<file path="src/hw/rtl/tksd_pkg.sv">
// Package for the terminal key sequence decoder: parser state codes, byte codes,
// key codes, the result item type and the shared key table lookup.
// No dependencies.
`timescale 1ns / 1ps
`default_nettype none

package tksd_pkg;

   localparam int unsigned ByteWidth   = 8;
   localparam int unsigned KeyWidth    = 5;
   localparam int unsigned ModWidth    = 3;
   localparam int unsigned StateWidth  = 3;
   localparam int unsigned DigitWidth  = 4;
   localparam int unsigned KeyTableLen = 84;

   typedef logic [ByteWidth-1:0]  byte_type;
   typedef logic [KeyWidth-1:0]   key_type;
   typedef logic [ModWidth-1:0]   mod_type;
   typedef logic [StateWidth-1:0] state_type;
   typedef logic [DigitWidth-1:0] digit_type;

   // parser states
   localparam state_type ST_BEGIN = 3'd0;
   localparam state_type ST_ESC   = 3'd1;
   localparam state_type ST_CSI   = 3'd2;
   localparam state_type ST_SS3   = 3'd3;
   localparam state_type ST_MOD   = 3'd4;

   // byte codes
   localparam byte_type CH_TAB   = 8'h09;
   localparam byte_type CH_CR    = 8'h0d;
   localparam byte_type CH_ESC   = 8'h1b;
   localparam byte_type CH_SEMI  = 8'h3b;
   localparam byte_type CH_ZERO  = 8'h30;
   localparam byte_type CH_NINE  = 8'h39;
   localparam byte_type CH_UC_A  = 8'h41;
   localparam byte_type CH_UC_Z  = 8'h5a;
   localparam byte_type CH_LC_A  = 8'h61;
   localparam byte_type CH_LC_Z  = 8'h7a;
   localparam byte_type CH_SS3   = 8'h4f;
   localparam byte_type CH_CSI   = 8'h5b;
   localparam byte_type CH_TILDE = 8'h7e;
   localparam byte_type CH_DEL   = 8'h7f;
   localparam byte_type NumberMax = 8'hff;
   localparam int unsigned NumberRadix = 10;

   // key codes
   localparam key_type KEY_UNKNOWN   = 5'd0;
   localparam key_type KEY_CHAR      = 5'd1;
   localparam key_type KEY_TAB       = 5'd2;
   localparam key_type KEY_BACKSPACE = 5'd3;
   localparam key_type KEY_ENTER     = 5'd4;
   localparam key_type KEY_ESCAPE    = 5'd5;
   localparam key_type KEY_INSERT    = 5'd6;
   localparam key_type KEY_DELETE    = 5'd7;
   localparam key_type KEY_PGUP      = 5'd8;
   localparam key_type KEY_PGDN      = 5'd9;
   localparam key_type KEY_UP        = 5'd10;
   localparam key_type KEY_DOWN      = 5'd11;
   localparam key_type KEY_RIGHT     = 5'd12;
   localparam key_type KEY_LEFT      = 5'd13;
   localparam key_type KEY_HOME      = 5'd14;
   localparam key_type KEY_END       = 5'd15;
   localparam key_type KEY_F1        = 5'd16;
   localparam key_type KEY_F2        = 5'd17;
   localparam key_type KEY_F3        = 5'd18;
   localparam key_type KEY_F4        = 5'd19;
   localparam key_type KEY_F5        = 5'd20;
   localparam key_type KEY_F6        = 5'd21;
   localparam key_type KEY_F7        = 5'd22;
   localparam key_type KEY_F8        = 5'd23;
   localparam key_type KEY_F9        = 5'd24;
   localparam key_type KEY_F10       = 5'd25;
   localparam key_type KEY_F11       = 5'd26;
   localparam key_type KEY_F12       = 5'd27;
   localparam key_type KEY_LAST      = KEY_F12;

   typedef struct packed {
      key_type  key_code;
      byte_type char_value;
      mod_type  modifier_bits;
      logic     sequence_error;
   } tksd_result_type;

   // one step of the parser: result, whether it exists, and the next state, number and digit
   typedef struct packed {
      logic            emit;
      tksd_result_type result;
      state_type       state;
      byte_type        number;
      digit_type       digit;
   } tksd_step_type;

   // key table shared by CSI numbers, CSI letters and SS3 bytes; empty and out of range miss
   function automatic key_type lookup_key(byte_type idx);
      key_type k;
      k = KEY_UNKNOWN;
      if (32'(idx) < KeyTableLen) begin
         unique case (idx)
            8'd2:    k = KEY_INSERT;
            8'd3:    k = KEY_DELETE;
            8'd5:    k = KEY_PGUP;
            8'd6:    k = KEY_PGDN;
            8'd15:   k = KEY_F5;
            8'd17:   k = KEY_F6;
            8'd18:   k = KEY_F7;
            8'd19:   k = KEY_F8;
            8'd20:   k = KEY_F9;
            8'd21:   k = KEY_F10;
            8'd23:   k = KEY_F11;
            8'd24:   k = KEY_F12;
            8'd65:   k = KEY_UP;
            8'd66:   k = KEY_DOWN;
            8'd67:   k = KEY_RIGHT;
            8'd68:   k = KEY_LEFT;
            8'd70:   k = KEY_END;
            8'd72:   k = KEY_HOME;
            8'd80:   k = KEY_F1;
            8'd81:   k = KEY_F2;
            8'd82:   k = KEY_F3;
            8'd83:   k = KEY_F4;
            default: k = KEY_UNKNOWN;
         endcase
      end
      return k;
   endfunction

   // modifier digits 2..8 give shift/alt/ctrl bits, anything else none
   function automatic mod_type mod_bits(digit_type d);
      mod_type m;
      m = '0;
      if (d >= 4'd2 && d <= 4'd8) begin
         m = ModWidth'(d - 4'd1);
      end
      return m;
   endfunction

endpackage

`default_nettype wire

</file>
<file path="src/hw/rtl/tksd_if.sv">
// Valid/ready channel interfaces of the terminal key sequence decoder:
// the byte channel and the key event channel. Depends on tksd_pkg.
`timescale 1ns / 1ps
`default_nettype none

interface tksd_req_if;
   logic              valid;
   logic              ready;
   tksd_pkg::byte_type byte_value;
   logic              chunk_end;

   modport source (output valid, output byte_value, output chunk_end, input ready);
   modport sink   (input valid, input byte_value, input chunk_end, output ready);
endinterface

interface tksd_rsp_if;
   logic              valid;
   logic              ready;
   tksd_pkg::key_type  key_code;
   tksd_pkg::byte_type char_value;
   tksd_pkg::mod_type  modifier_bits;
   logic              sequence_error;

   modport source (output valid, output key_code, output char_value,
                   output modifier_bits, output sequence_error, input ready);
   modport sink   (input valid, input key_code, input char_value,
                   input modifier_bits, input sequence_error, output ready);
endinterface

`default_nettype wire

</file>
<file path="src/hw/rtl/terminal_key_sequence_decoder.sv">
// Terminal key sequence decoder, top level: parser state registers and the
// result register. Depends on tksd_pkg, tksd_if and tksd_decode.
//
// Usage:
//   req_chan carries one terminal byte per item plus chunk_end, which marks the
//   last byte of a read chunk. rsp_chan carries key events: key_code,
//   char_value, modifier_bits and sequence_error.
//   Each byte causes zero or one key event. A byte is decoded in the cycle it
//   is accepted and its event appears in the result register on the next
//   cycle, at a rate of one byte per cycle.
//   The rate is set by the one-deep result register: a new byte is accepted
//   whenever that register is empty or its item is taken in the same cycle,
//   so with rsp_chan.ready held high the block takes a byte every cycle.
//   When the receiver stalls with an event waiting, req_chan.ready drops and
//   the parser state holds until the event is taken.
//   Synchronous reset puts the parser in the begin state with number and
//   modifier digit cleared and empties the result register.
//   At chunk end a pending ESC gives an escape event and any other
//   unfinished sequence gives an error event; the parser then restarts.
`timescale 1ns / 1ps
`default_nettype none

module terminal_key_sequence_decoder (
   input  logic       clock,
   input  logic       reset,
   tksd_req_if.sink   req_chan,
   tksd_rsp_if.source rsp_chan
);
   import tksd_pkg::*;

   state_type       state_ff,  state_in;
   byte_type        number_ff, number_in;
   digit_type       digit_ff,  digit_in;
   logic            out_valid_ff, out_valid_in;
   tksd_result_type out_ff, out_in;
   tksd_step_type   step;
   logic            accept;

   tksd_decode u_decode (
      .state      (state_ff),
      .number     (number_ff),
      .digit      (digit_ff),
      .byte_value (req_chan.byte_value),
      .chunk_end  (req_chan.chunk_end),
      .step       (step)
   );

   assign req_chan.ready = !out_valid_ff || rsp_chan.ready;
   assign accept         = req_chan.valid && req_chan.ready;

   always_comb begin
      state_in     = state_ff;
      number_in    = number_ff;
      digit_in     = digit_ff;
      out_in       = out_ff;
      out_valid_in = out_valid_ff && !rsp_chan.ready;
      if (accept) begin
         state_in  = step.state;
         number_in = step.number;
         digit_in  = step.digit;
         if (step.emit) begin
            out_in       = step.result;
            out_valid_in = 1'b1;
         end
      end
   end

   always_ff @(posedge clock) begin
      if (reset) begin
         state_ff     <= ST_BEGIN;
         number_ff    <= '0;
         digit_ff     <= '0;
         out_valid_ff <= 1'b0;
      end else begin
         state_ff     <= state_in;
         number_ff    <= number_in;
         digit_ff     <= digit_in;
         out_valid_ff <= out_valid_in;
      end
   end

   always_ff @(posedge clock) begin
      out_ff <= out_in;
   end

   assign rsp_chan.valid          = out_valid_ff;
   assign rsp_chan.key_code       = out_ff.key_code;
   assign rsp_chan.char_value     = out_ff.char_value;
   assign rsp_chan.modifier_bits  = out_ff.modifier_bits;
   assign rsp_chan.sequence_error = out_ff.sequence_error;

   // a chunk end always leaves the parser cleared
   a_chunk_end_clears: assert property (@(posedge clock) disable iff (reset)
      accept && req_chan.chunk_end |=>
         state_ff == ST_BEGIN && number_ff == '0 && digit_ff == '0)
      else $error("parser not cleared after chunk end");

   // the number only lives inside a CSI sequence
   a_number_scope: assert property (@(posedge clock) disable iff (reset)
      number_ff != '0 |-> state_ff == ST_CSI || state_ff == ST_MOD)
      else $error("number held outside CSI");

   // error events carry nothing else
   a_error_clean: assert property (@(posedge clock) disable iff (reset)
      rsp_chan.valid && rsp_chan.sequence_error |->
         rsp_chan.key_code == KEY_UNKNOWN && rsp_chan.char_value == '0 &&
         rsp_chan.modifier_bits == '0)
      else $error("error event with payload");

   // a character value only comes with a char event, and codes stay in range
   a_char_only: assert property (@(posedge clock) disable iff (reset)
      rsp_chan.valid |->
         (rsp_chan.char_value == '0 || rsp_chan.key_code == KEY_CHAR) &&
         rsp_chan.key_code <= KEY_LAST)
      else $error("bad key event fields");

   // an item accepted into a stalled result register would be lost
   a_no_overwrite: assert property (@(posedge clock) disable iff (reset)
      out_valid_ff && !rsp_chan.ready |-> !accept)
      else $error("item accepted while result stalled");

endmodule

`default_nettype wire

</file>
<file path="src/hw/rtl/tksd_decode.sv">
// Combinational parser step: present state and one byte in, next state and
// at most one key event out. Depends on tksd_pkg.
`timescale 1ns / 1ps
`default_nettype none

module tksd_decode (
   input  tksd_pkg::state_type     state,
   input  tksd_pkg::byte_type      number,
   input  tksd_pkg::digit_type     digit,
   input  tksd_pkg::byte_type      byte_value,
   input  logic                    chunk_end,
   output tksd_pkg::tksd_step_type step
);
   import tksd_pkg::*;

   logic     is_digit;
   logic     is_alpha;
   logic [11:0] num_ext;
   mod_type  cur_mod;

   assign is_digit = (byte_value >= CH_ZERO) && (byte_value <= CH_NINE);
   assign is_alpha = ((byte_value >= CH_UC_A) && (byte_value <= CH_UC_Z)) ||
                     ((byte_value >= CH_LC_A) && (byte_value <= CH_LC_Z));
   assign num_ext  = 12'(number) * 12'(NumberRadix) + 12'(byte_value - CH_ZERO);
   assign cur_mod  = mod_bits(digit);

   always_comb begin
      step        = '0;
      step.state  = state;
      step.number = number;
      step.digit  = digit;

      unique case (state)
         ST_ESC: begin
            if (byte_value == CH_CSI) begin
               step.state = ST_CSI;
            end else if (byte_value == CH_SS3) begin
               step.state = ST_SS3;
            end
         end
         ST_CSI: begin
            priority if (byte_value == CH_TILDE) begin
               step.emit                 = 1'b1;
               step.result.key_code      = lookup_key(number);
               step.result.modifier_bits = cur_mod;
               step.state                = ST_BEGIN;
               step.number               = '0;
               step.digit                = '0;
            end else if (byte_value == CH_SEMI) begin
               step.state = ST_MOD;
            end else if (is_digit) begin
               // saturate the decimal number
               step.number = (num_ext > 12'(NumberMax)) ? NumberMax : num_ext[7:0];
            end else if (is_alpha) begin
               step.emit                 = 1'b1;
               step.result.key_code      = lookup_key(byte_value);
               step.result.modifier_bits = cur_mod;
               step.state                = ST_BEGIN;
               step.number               = '0;
               step.digit                = '0;
            end
         end
         ST_SS3: begin
            step.emit                 = 1'b1;
            step.result.key_code      = lookup_key(byte_value);
            step.result.modifier_bits = cur_mod;
            step.state                = ST_BEGIN;
            step.number               = '0;
            step.digit                = '0;
         end
         ST_MOD: begin
            if (is_digit) begin
               step.digit = DigitWidth'(byte_value - CH_ZERO);
               step.state = ST_CSI;
            end
         end
         default: begin
            // begin state, and the unreachable codes behave the same
            step.state  = ST_BEGIN;
            step.number = '0;
            step.digit  = '0;
            if (byte_value == CH_ESC) begin
               step.state = ST_ESC;
            end else begin
               step.emit = 1'b1;
               priority if (byte_value == CH_TAB) begin
                  step.result.key_code = KEY_TAB;
               end else if (byte_value == CH_DEL) begin
                  step.result.key_code = KEY_BACKSPACE;
               end else if (byte_value == CH_CR) begin
                  step.result.key_code = KEY_ENTER;
               end else begin
                  step.result.key_code   = KEY_CHAR;
                  step.result.char_value = byte_value;
               end
            end
         end
      endcase

      // chunk end: flush a pending sequence, then drop back to begin
      if (chunk_end) begin
         if (step.state == ST_ESC) begin
            step.emit   = 1'b1;
            step.result = '{key_code: KEY_ESCAPE, char_value: '0, modifier_bits: '0,
                            sequence_error: 1'b0};
         end else if (step.state == ST_CSI || step.state == ST_SS3 ||
                      step.state == ST_MOD) begin
            step.emit   = 1'b1;
            step.result = '{key_code: KEY_UNKNOWN, char_value: '0, modifier_bits: '0,
                            sequence_error: 1'b1};
         end
         step.state  = ST_BEGIN;
         step.number = '0;
         step.digit  = '0;
      end
   end

endmodule

`default_nettype wire
</file>
<file path="src/flat_wrapper.sv">
// flat-port wrapper written by rule: the top's interface ports become plain ports
module terminal_key_sequence_decoder_flat import tksd_pkg::*;
  (clock, reset, req_chan_valid, req_chan_byte_value, req_chan_chunk_end, req_chan_ready, rsp_chan_valid, rsp_chan_key_code, rsp_chan_char_value, rsp_chan_modifier_bits, rsp_chan_sequence_error, rsp_chan_ready);
  tksd_req_if req_chan_i ();
  tksd_rsp_if rsp_chan_i ();
  input  logic clock;
  input  logic reset;
  input wire logic [$bits(req_chan_i.valid)-1:0] req_chan_valid;
  input wire logic [$bits(req_chan_i.byte_value)-1:0] req_chan_byte_value;
  input wire logic [$bits(req_chan_i.chunk_end)-1:0] req_chan_chunk_end;
  output wire logic [$bits(req_chan_i.ready)-1:0] req_chan_ready;
  output wire logic [$bits(rsp_chan_i.valid)-1:0] rsp_chan_valid;
  output wire logic [$bits(rsp_chan_i.key_code)-1:0] rsp_chan_key_code;
  output wire logic [$bits(rsp_chan_i.char_value)-1:0] rsp_chan_char_value;
  output wire logic [$bits(rsp_chan_i.modifier_bits)-1:0] rsp_chan_modifier_bits;
  output wire logic [$bits(rsp_chan_i.sequence_error)-1:0] rsp_chan_sequence_error;
  input wire logic [$bits(rsp_chan_i.ready)-1:0] rsp_chan_ready;
  assign req_chan_i.valid = req_chan_valid;
  assign req_chan_i.byte_value = req_chan_byte_value;
  assign req_chan_i.chunk_end = req_chan_chunk_end;
  assign req_chan_ready = req_chan_i.ready;
  assign rsp_chan_valid = rsp_chan_i.valid;
  assign rsp_chan_key_code = rsp_chan_i.key_code;
  assign rsp_chan_char_value = rsp_chan_i.char_value;
  assign rsp_chan_modifier_bits = rsp_chan_i.modifier_bits;
  assign rsp_chan_sequence_error = rsp_chan_i.sequence_error;
  assign rsp_chan_i.ready = rsp_chan_ready;
  terminal_key_sequence_decoder u_core (.clock(clock), .reset(reset), .req_chan(req_chan_i), .rsp_chan(rsp_chan_i));
endmodule
</file>
<file path="config.mk">
export PLATFORM = sky130hd
export DESIGN_NAME = terminal_key_sequence_decoder_flat
export DESIGN_NICKNAME = d
export VERILOG_FILES = /design/src/hw/rtl/tksd_pkg.sv /design/src/hw/rtl/tksd_if.sv /design/src/hw/rtl/terminal_key_sequence_decoder.sv /design/src/hw/rtl/tksd_decode.sv /design/src/flat_wrapper.sv
export SDC_FILE = /design/constraint.sdc
export NUM_CORES = 1
export LEC_CHECK = 0
export BUFFER_PORTS_ARGS = -buffer_cell sky130_fd_sc_hd__buf_2
export CAP_MARGIN = 30
export CORE_UTILIZATION = 50
export CTS_CLUSTER_SIZE = 30
export DETAILED_ROUTE_END_ITERATION = 7
export GPL_ROUTABILITY_DRIVEN = 0
export PLACE_DENSITY = 0.76
export SYNTH_ARGS = -nofsm -noshare
export SYNTH_HDL_FRONTEND = slang
export SYNTH_SLANG_ARGS = --single-unit
</file>
<file path="constraint.sdc">
create_clock -name clock -period 4.1 [get_ports clock]
set_input_delay 0.205 -clock clock [delete_from_list [all_inputs] [get_ports clock]]
set_output_delay 0.205 -clock clock [all_outputs]
set_load 0.01 [all_outputs]
</file>
==> results.cfg <==
[power]
power.switching_uw = 222
p_comb_frac = 0.190
p_total_uw = 745
p_clk_frac = 0.328
peakVddDrop_mv = 0.0873
swShare = 0.298
leakage_uw = 0.00159
seqPwrFrac = 0.482
power_density_mw_per_mm2 = 198
p_int_uw = 523

[sta]
setup_tns_ns = 0
post-route-period-util = 0.888
worst_pin_slew_ns = 0.838
fin_worst_skew_ns = 0.00702
setup_viol = 0
slew_headroom = 0.436
min_period_ns = 3.64
hold_viol_final = 0
slew_viol_final = 0
fmaxAchievable_ghz = 0.275
rsz0062_at_grt = no

[logic_synthesis]
yosysTopAreaCellShare = 0.147
ys_ff_latch = 33
synth.area.top_cells = edfxtp_1, ha_1, dfxtp_1
netlist-cell-type-count = 67
yosysSeqAreaShare = 0.240
syn_nets = 484
netlist_instances = 440
synthTopCellsByCount = nor2_1, o21ai_0, a21oi_1
synth_area_per_cell_um2 = 7.88
yosys.area.top_type = edfxtp_1
synth_flop_cell = edfxtp_1
netlist_area_mm2 = 0.00347
synth-edff-count = 17
async_reset_ff_frac = 0
synth_warnings = 0

[clock_tree]
cts_tree = yes
holdBufCountCts = 0
clk_pin_slew_ns = 0.07
clk_path_buf_depth = 2
numClockSinks = 33
clock_latency_ns = 0.30
cts-root-buf = clkbuf_8
cts_setup_buffers = 0
cts_buffers = 5
cts_resized = 0
htree_levels = 2

[layout]
drive_gt1_frac = 0.115
fillers = 614
area_delta_synth_final_pct = 8.41
regArea_um2 = 831
nNetsFinal = 505
antenna_cells = 0
multi_input_area_mm2 = 0.00244

[setup_path]
cpMostUsedCell = ha_1
rr_worst_depth = 15
crit_arrival_ns = 3.84
crit_required_ns = 4.30
critical_path.max_stage_delay_ns = 0.59
critPathMaxFanout = 14
path_depth = 15
crit_buf_inv = 2
path_cells = ha_1 -> ha_1 -> a21oi_1 -> inv_1 -> a21oi_1 -> xnor2_1 -> ha_1 -> or2_2 -> nand2_1 -> a31oi_1 -> or3_1 -> a211oi_1 -> buf_4 -> a31oi_1 -> a21o_1
r2r_slack_ns = 0.46
startpoint_type = register
r2r-start = u_core.number_ff[3]
cp_top_family = compound AO/OA/AOI/OAI gates
slowest_stage = dfxtp_1
end_kind = register
crit_type = reg2reg
r2r-end = u_core.number_ff[5]

[detailed_routing]
wl_per_cell_um = 16.3
drc = 0
vias = 3513
initialDrtViolationCount = 434
via_per_inst = 6.52
dr.pass1.iters = 5
wl_um = 8770
postRouteAntennaNets = 0

[global_route]
antenna_found_initial = 0
grt_usage = 0.245
grt_pass1_vias = 3043
grt_max_degree = 30
grt_pass1_wl_um = 14400
grt.overflow.total = 0

[placement]
io_buffers = 31
dpl.hpwl_um = 6490

[floorplanning]
die_x_um = 85.3
top_level_ports = 32
dieArea_mm2 = 0.00727
core_area_mm2 = 0.00653
die_h_um = 85.3
start_util = 0.531
placementRows = 29

[min_path]
min-delay-start = reset
holdPathStages = 2
hp-class = in2reg
hold-path-endpoint = u_core.rsp_chan.valid

[run_status]
status = complete, no violations

[run]
maxCapViolations = 0
## registers in the layout, indices dropped and copies added (netlist names)
register	count
u_core.number_ff	8
u_core.state_ff	3
u_core.digit_ff	4
u_core.rsp_chan.key_code	5
u_core.rsp_chan.char_value	8
u_core.rsp_chan.valid	1
u_core.rsp_chan.modifier_bits	3
u_core.rsp_chan.sequence_error	1
## area by class of cell
class / count / share of cell area
repair buffers: 39 / 0.0572
well taps: 77 / 0.0256
multi-input cells: 358 / 0.649
clock inverters: 3 / 0.00466
flip-flops and latches: 33 / 0.221
inverters: 24 / 0.0240
clock buffers: 5 / 0.0183
## metrics by stage
stage / setup WS [ns] / utilization / instances / hold WS (ns) / area (um^2)
3_5_place_dp: 0.503 / 0.562 / 531 / 0.481 / 3670
6_report: 0.459 / 0.576 / 539 / 0.160 / 3760
4_1_cts: 0.488 / 0.576 / 539 / 0.166 / 3760
3_3_place_gp: 0.583 / 0.562 / 531 / 0.474 / 3670
5_1_grt: 0.143 / 0.576 / 539 / 0.191 / 3760
2_1_floorplan: 0.572 / - / 440 / 0.274 / 3470
## kinds of logic after synthesis
kind of cell             synth area share
AO/OA/AOI/OAI                       0.301
AND/OR/NAND/NOR                     0.232
buffers and inverters              0.0566
flip-flops                          0.240
adder cells (fa/ha/maj)             0.116
XOR/XNOR                           0.0429
multiplexers                       0.0119
## worst max-delay path by stage
stage	from	to	slack, ns
after floorplan	u_core.number_ff[2]	u_core.number_ff[3]	0.57
after global placement	u_core.number_ff[3]	u_core.number_ff[0]	0.58
after detailed placement	u_core.number_ff[3]	u_core.number_ff[5]	0.50
after CTS	u_core.number_ff[3]	u_core.number_ff[5]	0.49
after global routing	u_core.number_ff[3]	u_core.number_ff[7]	0.14
final	u_core.number_ff[3]	u_core.number_ff[5]	0.46
## routing by layer
| layer | track usage | vias up | share of wire |
|---|---|---|---|
| li1 | - | 1697 | - |
| met1 | 0.332 | 1645 | 0.46 |
| met2 | 0.400 | 151 | 0.46 |
| met3 | 0.0389 | 20 | 0.064 |
| met4 | 0.0803 | 0 | 0.020 |
| met5 | 0 | - | 0 |
## power by group through the flow
stage	clock, uW	sequential, uW	combinational (uW)
floorplan	0	373	89.5
global placement	0	366	137
detailed placement	0	367	139
CTS	245	359	139
global route	259	360	155
finish	244	359	142
## worst register-to-register path, stage by stage, from the launching register on
cell	delay [ns]
dfxtp_1	0.59
ha_1	0.32
ha_1	0.22
a21oi_1	0.25
inv_1	0.07
a21oi_1	0.18
xnor2_1	0.17
ha_1	0.29
or2_2	0.31
nand2_1	0.09
a31oi_1	0.05
or3_1	0.33
a211oi_1	0.24
buf_4	0.19
a31oi_1	0.09
a21o_1	0.16
## cells in the final DEF (no fill, tap or decap), types with 7 or more instances in the layout
cell / Yosys / final
xor2_1: 7 / 7
a31oi_1: 16 / 16
inv_1: 22 / 22
a21o_1: 12 / 12
edfxtp_1: 17 / 17
nand3_1: 12 / 12
nor2b_1: 13 / 13
buf_4: 0 / 8
nor2_1: 33 / 33
a21oi_1: 30 / 30
nor3_1: 8 / 8
o21ai_0: 33 / 33
nand2b_1: 11 / 11
ha_1: 29 / 29
dfxtp_1: 16 / 16
nand2_1: 28 / 28
buf_2: 4 / 31
xnor2_1: 10 / 10
(Power assumes the default switching activity.)
